===== config.mk =====
export PLATFORM = sky130hd
export DESIGN_NAME = first_substring_position_top
export DESIGN_NICKNAME = d
export VERILOG_FILES = /design/src/fsp_pkg.sv /design/src/first_substring_position_top.sv /design/src/fsp_cell.sv
export SDC_FILE = /design/constraint.sdc
export NUM_CORES = 1
export LEC_CHECK = 0
export ABC_AREA = 1
export BUFFER_PORTS_ARGS = -buffer_cell sky130_fd_sc_hd__buf_2
export CAP_MARGIN = 40
export CELL_PAD_IN_SITES_DETAIL_PLACEMENT = 0
export CELL_PAD_IN_SITES_GLOBAL_PLACEMENT = 1
export CORE_UTILIZATION = 50
export DETAILED_ROUTE_END_ITERATION = 8
export HOLD_SLACK_MARGIN = 0.02
export PLACE_DENSITY_LB_ADDON = 0.05
export SYNTH_ARGS = -nofsm -noshare
export SYNTH_HDL_FRONTEND = slang
export SYNTH_SLANG_ARGS = --single-unit

===== constraint.sdc =====
create_clock -name i_clk -period 25.7 [get_ports i_clk]
set_input_delay 6.425 -clock i_clk [delete_from_list [all_inputs] [get_ports i_clk]]
set_output_delay 6.425 -clock i_clk [all_outputs]
set_load 0.005 [all_outputs]

===== src/fsp_pkg.sv =====
// fsp_pkg: shared constants, operation codes and cell control type for the
// first substring position block; no dependencies
`timescale 1ns / 1ps
`default_nettype none

package fsp_pkg;

    localparam int unsigned PATTERN_MAX = 32;
    localparam longint unsigned TEXT_MAX = 64'd65535;

    localparam int unsigned LEN_W = $clog2(PATTERN_MAX + 1);
    localparam int unsigned CNT_W = $clog2(TEXT_MAX + 1);
    localparam int unsigned POS_W = CNT_W + 1;
    localparam int unsigned BYTE_W = 8;
    localparam int unsigned OP_W = 2;

    localparam logic [CNT_W-1:0] TEXT_MAX_C = CNT_W'(TEXT_MAX);
    localparam logic [LEN_W-1:0] PATTERN_MAX_C = LEN_W'(PATTERN_MAX);

    typedef enum logic [OP_W-1:0] {
        OP_PAT_BYTE = 2'd0,
        OP_PAT_END  = 2'd1,
        OP_TXT_BYTE = 2'd2,
        OP_TXT_END  = 2'd3
    } t_op;

    typedef struct packed {
        logic pat_shift;
        logic txt_shift;
    } t_cell_ctrl;

endpackage

`default_nettype wire


===== src/first_substring_position_top.sv =====
// first_substring_position_top: stream front end, counters and result register
// around a row of fsp_cell compare cells; depends on fsp_pkg and fsp_cell
`timescale 1ns / 1ps
`default_nettype none

// Finds the first one-based position of a stored pattern (up to 32 bytes)
// in a streamed text. Pattern bytes, text bytes and end markers can
// arrive back to back at one per clock, as far as input is not stalled.
// Pattern and text bytes shift into a row of 32 cells that compare
// all window positions at once; the compare of a text byte is resolved in
// the cycle after it enters, in time for an end-of-text transaction that
// follows directly. End of text produces one result transaction
// (match_position in tdata[16:0], 0 when there is no match, text length
// plus one for an empty pattern; tuser[0] pattern too long, tuser[1] text
// too long). Input is stalled only while a result is waiting and the sink
// is not ready. The pattern is kept for later texts.
module first_substring_position_top (
    input  wire         i_clk,
    input  wire         i_rst_n,
    input  wire         i_s_axis_tvalid,
    output logic        o_s_axis_tready,
    input  wire  [7:0]  i_s_axis_tdata,  // [7:0] byte_value
    input  wire  [1:0]  i_s_axis_tuser,  // [1:0] operation
    output logic        o_m_axis_tvalid,
    input  wire         i_m_axis_tready,
    output logic [23:0] o_m_axis_tdata,  // [16:0] match_position, rest zero
    output logic [1:0]  o_m_axis_tuser   // [0] pattern_too_long, [1] text_too_long
);

    localparam int unsigned N = fsp_pkg::PATTERN_MAX;

    // control state
    logic [fsp_pkg::LEN_W-1:0] r_len, n_len;
    logic [fsp_pkg::CNT_W-1:0] r_count, n_count;
    logic [fsp_pkg::POS_W-1:0] r_first, n_first;
    logic                      r_povf, n_povf;
    logic                      r_tovf, n_tovf;
    logic                      r_closed, n_closed;
    logic                      r_chk, n_chk;
    logic                      r_ovalid, n_ovalid;
    logic [fsp_pkg::POS_W-1:0] r_opos, n_opos;
    logic                      r_opovf, n_opovf;
    logic                      r_otovf, n_otovf;

    logic                      s_acc;
    fsp_pkg::t_op              op;
    fsp_pkg::t_cell_ctrl       ctrl;
    logic                      pat_clear;
    logic                      clr;
    logic                      hit;
    logic                      all_eq;
    logic [fsp_pkg::POS_W-1:0] first_eff;
    logic [fsp_pkg::CNT_W-1:0] eff_cnt;
    logic [fsp_pkg::POS_W-1:0] eff_first;
    logic                      eff_tovf;

    logic [fsp_pkg::BYTE_W-1:0] w_pat [0:N];
    logic [fsp_pkg::BYTE_W-1:0] w_txt [0:N];
    logic                       w_act [0:N];
    logic                       w_act_in [0:N-1];
    logic [N-1:0]               w_eq;

    assign o_s_axis_tready = !r_ovalid || i_m_axis_tready;
    assign s_acc = i_s_axis_tvalid && o_s_axis_tready;
    assign op    = fsp_pkg::t_op'(i_s_axis_tuser);

    assign w_pat[0] = i_s_axis_tdata;
    assign w_txt[0] = i_s_axis_tdata;
    assign w_act[0] = 1'b1;

    // cell row
    genvar g;
    generate
        for (g = 0; g < N; g++) begin : g_cell
            if (g == 0) begin : g_head
                assign w_act_in[g] = w_act[g];
            end else begin : g_body
                assign w_act_in[g] = w_act[g] && !pat_clear;
            end
            fsp_cell u_cell (
                .i_clk   (i_clk),
                .i_rst_n (i_rst_n),
                .i_ctrl  (ctrl),
                .i_pat   (w_pat[g]),
                .i_act   (w_act_in[g]),
                .i_txt   (w_txt[g]),
                .o_pat   (w_pat[g+1]),
                .o_act   (w_act[g+1]),
                .o_txt   (w_txt[g+1]),
                .o_eq    (w_eq[g])
            );
        end
    endgenerate

    assign all_eq = &w_eq;

    // resolve the compare of the previous text byte
    assign hit = r_chk && (r_first == '0) && (r_len != '0) &&
                 (fsp_pkg::POS_W'(r_count) >= fsp_pkg::POS_W'(r_len)) && all_eq;
    assign first_eff = hit ?
        (fsp_pkg::POS_W'(r_count) - fsp_pkg::POS_W'(r_len) + fsp_pkg::POS_W'(1)) :
        r_first;

    always_comb begin
        ctrl      = '0;
        pat_clear = 1'b0;
        clr       = 1'b0;
        n_len     = r_len;
        n_count   = r_count;
        n_first   = first_eff;
        n_povf    = r_povf;
        n_tovf    = r_tovf;
        n_closed  = r_closed;
        n_chk     = 1'b0;
        n_ovalid  = r_ovalid && !i_m_axis_tready;
        n_opos    = r_opos;
        n_opovf   = r_opovf;
        n_otovf   = r_otovf;
        eff_cnt   = r_count;
        eff_first = first_eff;
        eff_tovf  = r_tovf;
        if (s_acc) begin
            unique case (op) inside
                fsp_pkg::OP_PAT_BYTE: clr = r_closed;
                fsp_pkg::OP_PAT_END:  clr = 1'b1;
                fsp_pkg::OP_TXT_BYTE,
                fsp_pkg::OP_TXT_END:  clr = !r_closed;
                default:              clr = 1'b0;
            endcase
            if (clr) begin
                eff_cnt   = '0;
                eff_first = '0;
                eff_tovf  = 1'b0;
            end
            n_count = eff_cnt;
            n_first = eff_first;
            n_tovf  = eff_tovf;
            unique case (op)
                fsp_pkg::OP_PAT_BYTE: begin
                    if (r_closed) begin
                        // new pattern
                        n_closed       = 1'b0;
                        n_povf         = 1'b0;
                        n_len          = fsp_pkg::LEN_W'(1);
                        pat_clear      = 1'b1;
                        ctrl.pat_shift = 1'b1;
                    end else if (r_len < fsp_pkg::PATTERN_MAX_C) begin
                        n_len          = r_len + fsp_pkg::LEN_W'(1);
                        ctrl.pat_shift = 1'b1;
                    end else begin
                        n_povf = 1'b1;
                    end
                end
                fsp_pkg::OP_PAT_END: begin
                    n_closed = 1'b1;
                end
                fsp_pkg::OP_TXT_BYTE: begin
                    n_closed = 1'b1;
                    if (eff_cnt == fsp_pkg::TEXT_MAX_C) begin
                        n_tovf = 1'b1;
                    end else begin
                        n_count        = eff_cnt + fsp_pkg::CNT_W'(1);
                        ctrl.txt_shift = 1'b1;
                        n_chk          = 1'b1;
                    end
                end
                fsp_pkg::OP_TXT_END: begin
                    n_closed = 1'b1;
                    n_ovalid = 1'b1;
                    n_opos   = (r_len == '0) ?
                        (fsp_pkg::POS_W'(eff_cnt) + fsp_pkg::POS_W'(1)) : eff_first;
                    n_opovf  = r_povf;
                    n_otovf  = eff_tovf;
                    n_count  = '0;
                    n_first  = '0;
                    n_tovf   = 1'b0;
                end
                default: begin
                    n_closed = r_closed;
                end
            endcase
        end
    end

    always_ff @(posedge i_clk) begin
        if (!i_rst_n) begin
            r_len    <= '0;
            r_count  <= '0;
            r_first  <= '0;
            r_povf   <= 1'b0;
            r_tovf   <= 1'b0;
            r_closed <= 1'b1;
            r_chk    <= 1'b0;
            r_ovalid <= 1'b0;
        end else begin
            r_len    <= n_len;
            r_count  <= n_count;
            r_first  <= n_first;
            r_povf   <= n_povf;
            r_tovf   <= n_tovf;
            r_closed <= n_closed;
            r_chk    <= n_chk;
            r_ovalid <= n_ovalid;
        end
    end

    always_ff @(posedge i_clk) begin
        r_opos  <= n_opos;
        r_opovf <= n_opovf;
        r_otovf <= n_otovf;
    end

    assign o_m_axis_tvalid = r_ovalid;
    assign o_m_axis_tdata  = {{(24 - fsp_pkg::POS_W){1'b0}}, r_opos};
    assign o_m_axis_tuser  = {r_otovf, r_opovf};

    // checks
    a_len_range: assert property (@(posedge i_clk) disable iff (!i_rst_n)
        r_len <= fsp_pkg::PATTERN_MAX_C)
        else $error("pattern length beyond capacity");

    a_first_in_text: assert property (@(posedge i_clk) disable iff (!i_rst_n)
        (r_first != '0) |-> (r_first <= fsp_pkg::POS_W'(r_count)))
        else $error("match position beyond text count");

    a_chk_closed: assert property (@(posedge i_clk) disable iff (!i_rst_n)
        r_chk |-> r_closed)
        else $error("pending compare while pattern open");

    a_tovf_sat: assert property (@(posedge i_clk) disable iff (!i_rst_n)
        r_tovf |-> (r_count == fsp_pkg::TEXT_MAX_C))
        else $error("text overflow without saturated count");

    a_result_src: assert property (@(posedge i_clk) disable iff (!i_rst_n)
        $rose(r_ovalid) |-> $past(s_acc && (op == fsp_pkg::OP_TXT_END)))
        else $error("result without end of text");

endmodule

`default_nettype wire


===== src/fsp_cell.sv =====
// fsp_cell: one compare cell of the search row, holding one pattern byte,
// its active bit and one text window byte; depends on fsp_pkg
`timescale 1ns / 1ps
`default_nettype none

module fsp_cell (
    input  wire                              i_clk,
    input  wire                              i_rst_n,
    input  wire fsp_pkg::t_cell_ctrl         i_ctrl,
    input  wire  [fsp_pkg::BYTE_W-1:0]       i_pat,
    input  wire                              i_act,
    input  wire  [fsp_pkg::BYTE_W-1:0]       i_txt,
    output logic [fsp_pkg::BYTE_W-1:0]       o_pat,
    output logic                             o_act,
    output logic [fsp_pkg::BYTE_W-1:0]       o_txt,
    output logic                             o_eq
);

    logic [fsp_pkg::BYTE_W-1:0] r_pat;
    logic [fsp_pkg::BYTE_W-1:0] r_txt;
    logic                       r_act;

    always_ff @(posedge i_clk) begin
        if (!i_rst_n) begin
            r_act <= 1'b0;
        end else if (i_ctrl.pat_shift) begin
            r_act <= i_act;
        end
    end

    always_ff @(posedge i_clk) begin
        if (i_ctrl.pat_shift) begin
            r_pat <= i_pat;
        end
        if (i_ctrl.txt_shift) begin
            r_txt <= i_txt;
        end
    end

    assign o_pat = r_pat;
    assign o_act = r_act;
    assign o_txt = r_txt;
    // inactive cells lie beyond the pattern and never veto a match
    assign o_eq  = !r_act || (r_pat == r_txt);

endmodule

`default_nettype wire


# ---- After elaboration in Yosys (flattened, before gate mapping)
# Cells that the tools add are included.
# Widths: inputs -> output; s select.
dict set report word_totals {
  reg_bits 607
  latchBits 0
  ramBits 0
  rom_bits 0
  input_bits 14
  out_inout_bits 28
  memories 0
}
dict set report classes {
  addsub 5
  mul 0
  div 0
  order_cmp 2
  eq_ne 37
  shift 0
  mux 30
  n_bitwise 0
  reduce_logical 118
}
# op count
set ops {}
lappend ops {{$eq 8x8->1} 32}
lappend ops {{$mux 17} 5}
lappend ops {{$mux 16} 3}
lappend ops {{$logic_and 1x1->1} 37}
lappend ops {{$logic_not 1->1} 36}
lappend ops {{$logic_or 1x1->1} 33}
lappend ops {{$pmux 16 s2} 1}
lappend ops {{$reduce_and 32->1} 1}
lappend ops {{$add 16x1->17 const B} 1}
lappend ops {{$add 17x1->17 const B} 1}
lappend ops {{$logic_not 17->1} 1}
lappend ops {{$sub 16x6->17} 1}
lappend ops {{$add 16x1->16 const B} 1}
lappend ops {{$eq 16x16->1 const B} 1}
lappend ops {{$ge 16x6->1} 1}
lappend ops {{$mux 1} 15}
lappend ops {{$mux 6} 2}
lappend ops {{$add 6x1->6 const B} 1}
lappend ops {{$logic_not 6->1} 1}
lappend ops {{$lt 6x6->1 const B} 1}
lappend ops {{$reduce_and 3->1} 2}
lappend ops {{$reduce_bool 6->1} 1}
lappend ops {{$eq 2x2->1 const B} 2}
lappend ops {{$pmux 1 s2} 2}
lappend ops {{9 further kinds} 10}

# ---- Logic depth before layout (Yosys ltp)
dict set report logic_depth {
  ltp_word 10
  ltp_mapped 16
}

# ---- Modules after synthesis
# From an unflattened synthesis, not the netlist that was laid out.
dict set report hier_totals {
  hier_cells 2435
  area_unflattened_um2 25918.6
}
# mod n_inst cells_per_inst area_per_inst_um2 seq_area_each_um2
set modules_own_cells {}
lappend modules_own_cells {fsp_cell 32 52 654.4 500.5}
lappend modules_own_cells {first_substring_position_top 1 771 4978.5 1451.4}

# ---- Least setup slack after synthesis
# Ideal clock, no wire load.
dict set report synth_timing {
  kind {input-to-reg}
  from {input i_s_axis_tuser[1]}
  to {register g_cell[0].u_cell.r_txt, in the netlist g_cell[0].u_cell.o_txt[0] (enable)}
  setup_ps 881
  t_arrival_ps 18408
  path_slack_ps 6411
  path_stages 11
  n_path_buf 1
  path_cell_list {nor2_1 inv_2 nand2_4 buf_2 nor2_1 ha_1 nand2_4 nor2_8 nand3_1 o21ai_2 nor2_1}
}
# element line
set synth_lines {}
lappend synth_lines {{from (decl)} first_substring_position_top.sv:23} ;# input wire [1:0] i_s_axis_tuser,
lappend synth_lines {{to (signal assigned)} fsp_cell.sv:36} ;# r_txt <= i_txt;
lappend synth_lines {{to (decl)} fsp_cell.sv:20} ;# logic [fsp_pkg::BYTE_W-1:0] r_txt;

# ---- Final worst setup path
dict set report layout_timing {
  from {input i_m_axis_tready}
  to {output o_s_axis_tready}
}
dict set report layout_via {
  elab_chain_cells 1
}
# element line
set layout_lines {}
lappend layout_lines {{from (decl)} first_substring_position_top.sv:25} ;# input wire i_m_axis_tready,
lappend layout_lines {{$logic_or 1x1->1} first_substring_position_top.sv:63} ;# assign o_s_axis_tready = !r_ovalid || i_m_axis_tready;
lappend layout_lines {{to (decl)} first_substring_position_top.sv:21} ;# output logic o_s_axis_tready,
# Every way passes these cells.

==> flow_metrics.tcl <==
set metrics [dict create \
    port_buffers 34 \
    ctsResizeCount 0 \
    clock_path_buffers 3 \
    routed_wl_um 46300 \
    cts_tree "yes" \
    dpl.hpwl_um 31400 \
    syn-cell-area_mm2 0.02495 \
    syn2layout_area_growth_pct 13.26 \
    die_h_um 225.4 \
    peakVddDrop_mv 0.04999 \
    fmax_mhz 75.85 \
    yosysMostFrequentCell "edfxtp_1" \
    die-width_um 225.4 \
    fp.dieArea_mm2 0.05079 \
    drive_above_1_share 0.08558 \
    period_share 0.5130 \
    cap_violations 0 \
    clk_pin_slew_ns 0.06 \
    hold_path.class "flop to flop" \
    synth_edf_count 531 \
    drtAntennaViolNets 0 \
    rows 81 \
    placed_cell_area_mm2 0.02603 \
    synth_top_area_cell "edfxtp_1" \
    synth_top_area_frac 0.6392 \
    vias 14140 \
    layout.nets 2182 \
    drv_slew 0 \
    first_pass_iters 5 \
    gp_congestion 0.8403 \
    crit_family "buffers and inverters" \
    first_global_vias 14160 \
    finalSetupTns_ns 0 \
    p_leak_uw 0.01057 \
    synthMuxAreaShare 0 \
    avgRoutedWirePerCell_um 16.25 \
    period_needed_ns 13.18 \
    synth_fa_ha_area_frac 0.01896 \
    ys_top_cells_by_count "531 x edfxtp_1, 460 x nand2_1, 212 x xnor2_1" \
    finalClockSkew_ns 0.01809 \
    track_usage 0.1895 \
    ys_seq_area_frac 0.7002 \
    end_kind "output pin" \
    io_pins 42 \
    worst_r2r_path_depth 15 \
    cp_max_fo 3 \
    final_area_mm2 0.02825 \
    yosys.cell_types.count 44 \
    finalHoldViolations 0 \
    yosys.area_share.simple 0.1319 \
    pre_cts_slack_ns 12.52 \
    via_per_inst 4.965 \
    synth.area.top_cells "edfxtp_1 64%, xnor2_1 7.4%, nand2_1 6.9%, dfxtp_1 6.1%, nor2_1 3.0%" \
    power_uw 2184 \
    syn_area_per_cell_um2 12.21 \
    powerDensity_mw_per_mm2 77.29 \
    clk_latency_ns 0.59 \
    worst_pin_slew_ns 0.8614 \
    ctsHoldBuffers 0 \
    ys_seq_elements 607 \
    initial_core_util 0.5085 \
    synth-xor-area-share 0.08111 \
    worst-path-buf-inv 3 \
    gr-total-overflow 0 \
    cts_buffers 66 \
    crit_path_start_kind "input port" \
    critical_path_depth 4 \
    required_ns 19.27 \
    setup_viol 0 \
    rsz0062_at_grt "false" \
    whs_path_depth 0 \
    async_flop_share 0 \
    core_area_mm2 0.04905 \
    synth_ff_type "edfxtp_1" \
    status "finished clean" \
    postLayoutSetupSlackWorst_ns 12.52 \
    synth_top_family_by_area "simple AND/OR/NAND/NOR gates" \
    critical_path.cell_chain "buf_2 > inv_1 > nand2_1 > buf_2" \
    drc 0 \
    yosysWarningCount 0 \
    grt_antenna_before_repair 1 \
    cp_slowest_cell "buf_2" \
    synth-compound-area-share 0.03325 \
    worstPathArrival_ns 6.76 \
    diodes 0 \
    drt_iter0_markers 911 \
    cts-root-buf "clkbuf_16" \
    clock-sinks 607 \
    hold_slack_ns 0.4421 \
    grt_max_degree 88 \
    relSlewSlack 0.4257 \
    crit_type "input port to output pin" \
    grt_pass1_wl_um 73880 \
    slowest_delay_ns 0.13 \
    syn_inst 2043 \
    path_common_cell "buf_2" \
    post_cts_buffers 0 \
    htreeDepth 3 \
]
[cells by family after synthesis]
| group | count (synthesis) |
|---|---|
| and+or+nand+nor | 794 |
| other | 1 |
| AOI/OAI and AO/OA | 157 |
| DFF | 607 |
| xor gates and xnor gates | 231 |
| buffers and inverters | 217 |
| adders and majority gates | 36 |
[layer usage]
| layer | up-vias | GRT usage | share of wire |
|---|---|---|---|
| met5 | - | 0 | 0 |
| met4 | 0 | 0.05662 | 0.017 |
| met3 | 71 | 0.03312 | 0.044 |
| met1 | 6805 | 0.2566 | 0.46 |
| met2 | 226 | 0.3127 | 0.48 |
| li1 | 7042 | - | - |
[area by class of cell]
class                           instances  area [um2]
Tap cell                              664       830.8
Clock inverter                         39       456.7
Clock buffer                           82        1764
Inverter                              183       694.4
Timing Repair Buffer                   49       382.9
Multi-Input combinational cell       1225        6656
Sequential cell                       607       17470
Fill cell                            4131       20800
[flip-flops by register name (all words and copies together) (netlist names)]
| name | count |
|---|---|
| g_cell.u_cell.o_txt | 256 |
| r_otovf | 1 |
| r_tovf | 1 |
| r_povf | 1 |
| r_chk | 1 |
| r_opovf | 1 |
| r_len | 6 |
| r_first | 17 |
| r_opos | 17 |
| g_cell.u_cell.o_act | 32 |
| r_closed | 1 |
| o_m_axis_tvalid | 1 |
| g_cell.u_cell.o_pat | 256 |
| r_count | 16 |
[path summary, 6_finish.rpt]
path	startpoint	to	slack [ns]
max	i_m_axis_tready	o_s_axis_tready	12.52
min	g_cell[16].u_cell.o_txt[4]$_DFFE_PP_	g_cell[17].u_cell.o_txt[4]$_DFFE_PP_	0.44
max reg2reg	r_closed$_SDFFE_PN1P_	g_cell[31].u_cell.o_txt[1]$_DFFE_PP_	20.78
min reg2reg	g_cell[16].u_cell.o_txt[4]$_DFFE_PP_	g_cell[17].u_cell.o_txt[4]$_DFFE_PP_	0.44
[stage by stage]
step                utilization  instances
global route             0.5760       2849
global placement         0.5279       2723
detailed placement       0.5307       2728
floorplan                     -       2049
CTS                      0.5760       2849
finish                   0.5760       2849
[cells in the final DEF (no fill, tap or decap), types with 13 or more instances in the layout]
| cell type | synthesis | layout |
|---|---|---|
| ha_1 | 33 | 33 |
| edfxtp_1 | 531 | 531 |
| inv_1 | 176 | 175 |
| xnor2_1 | 212 | 212 |
| buf_2 | 2 | 34 |
| nand3_1 | 66 | 66 |
| a21oi_1 | 74 | 74 |
| nand4_1 | 22 | 22 |
| xor2_1 | 19 | 19 |
| nor2_1 | 198 | 196 |
| clkbuf_16 | 0 | 68 |
| nand2_1 | 460 | 460 |
| o21ai_0 | 60 | 60 |
| dfxtp_1 | 76 | 76 |
| nor3_1 | 14 | 14 |
| clkbuf_1 | 20 | 13 |
| clkinv_1 | 2 | 13 |
[power breakdown]
part / switching (uW) / total [uW] / internal (uW) / leakage [uW]
sequential: 16.3 / 1110 / 1100 / 0.00549
clock: 382 / 964 / 582 / 0.00109
combinational: 71.1 / 107 / 36.0 / 0.00399
Power figures use the tool's default switching activity.
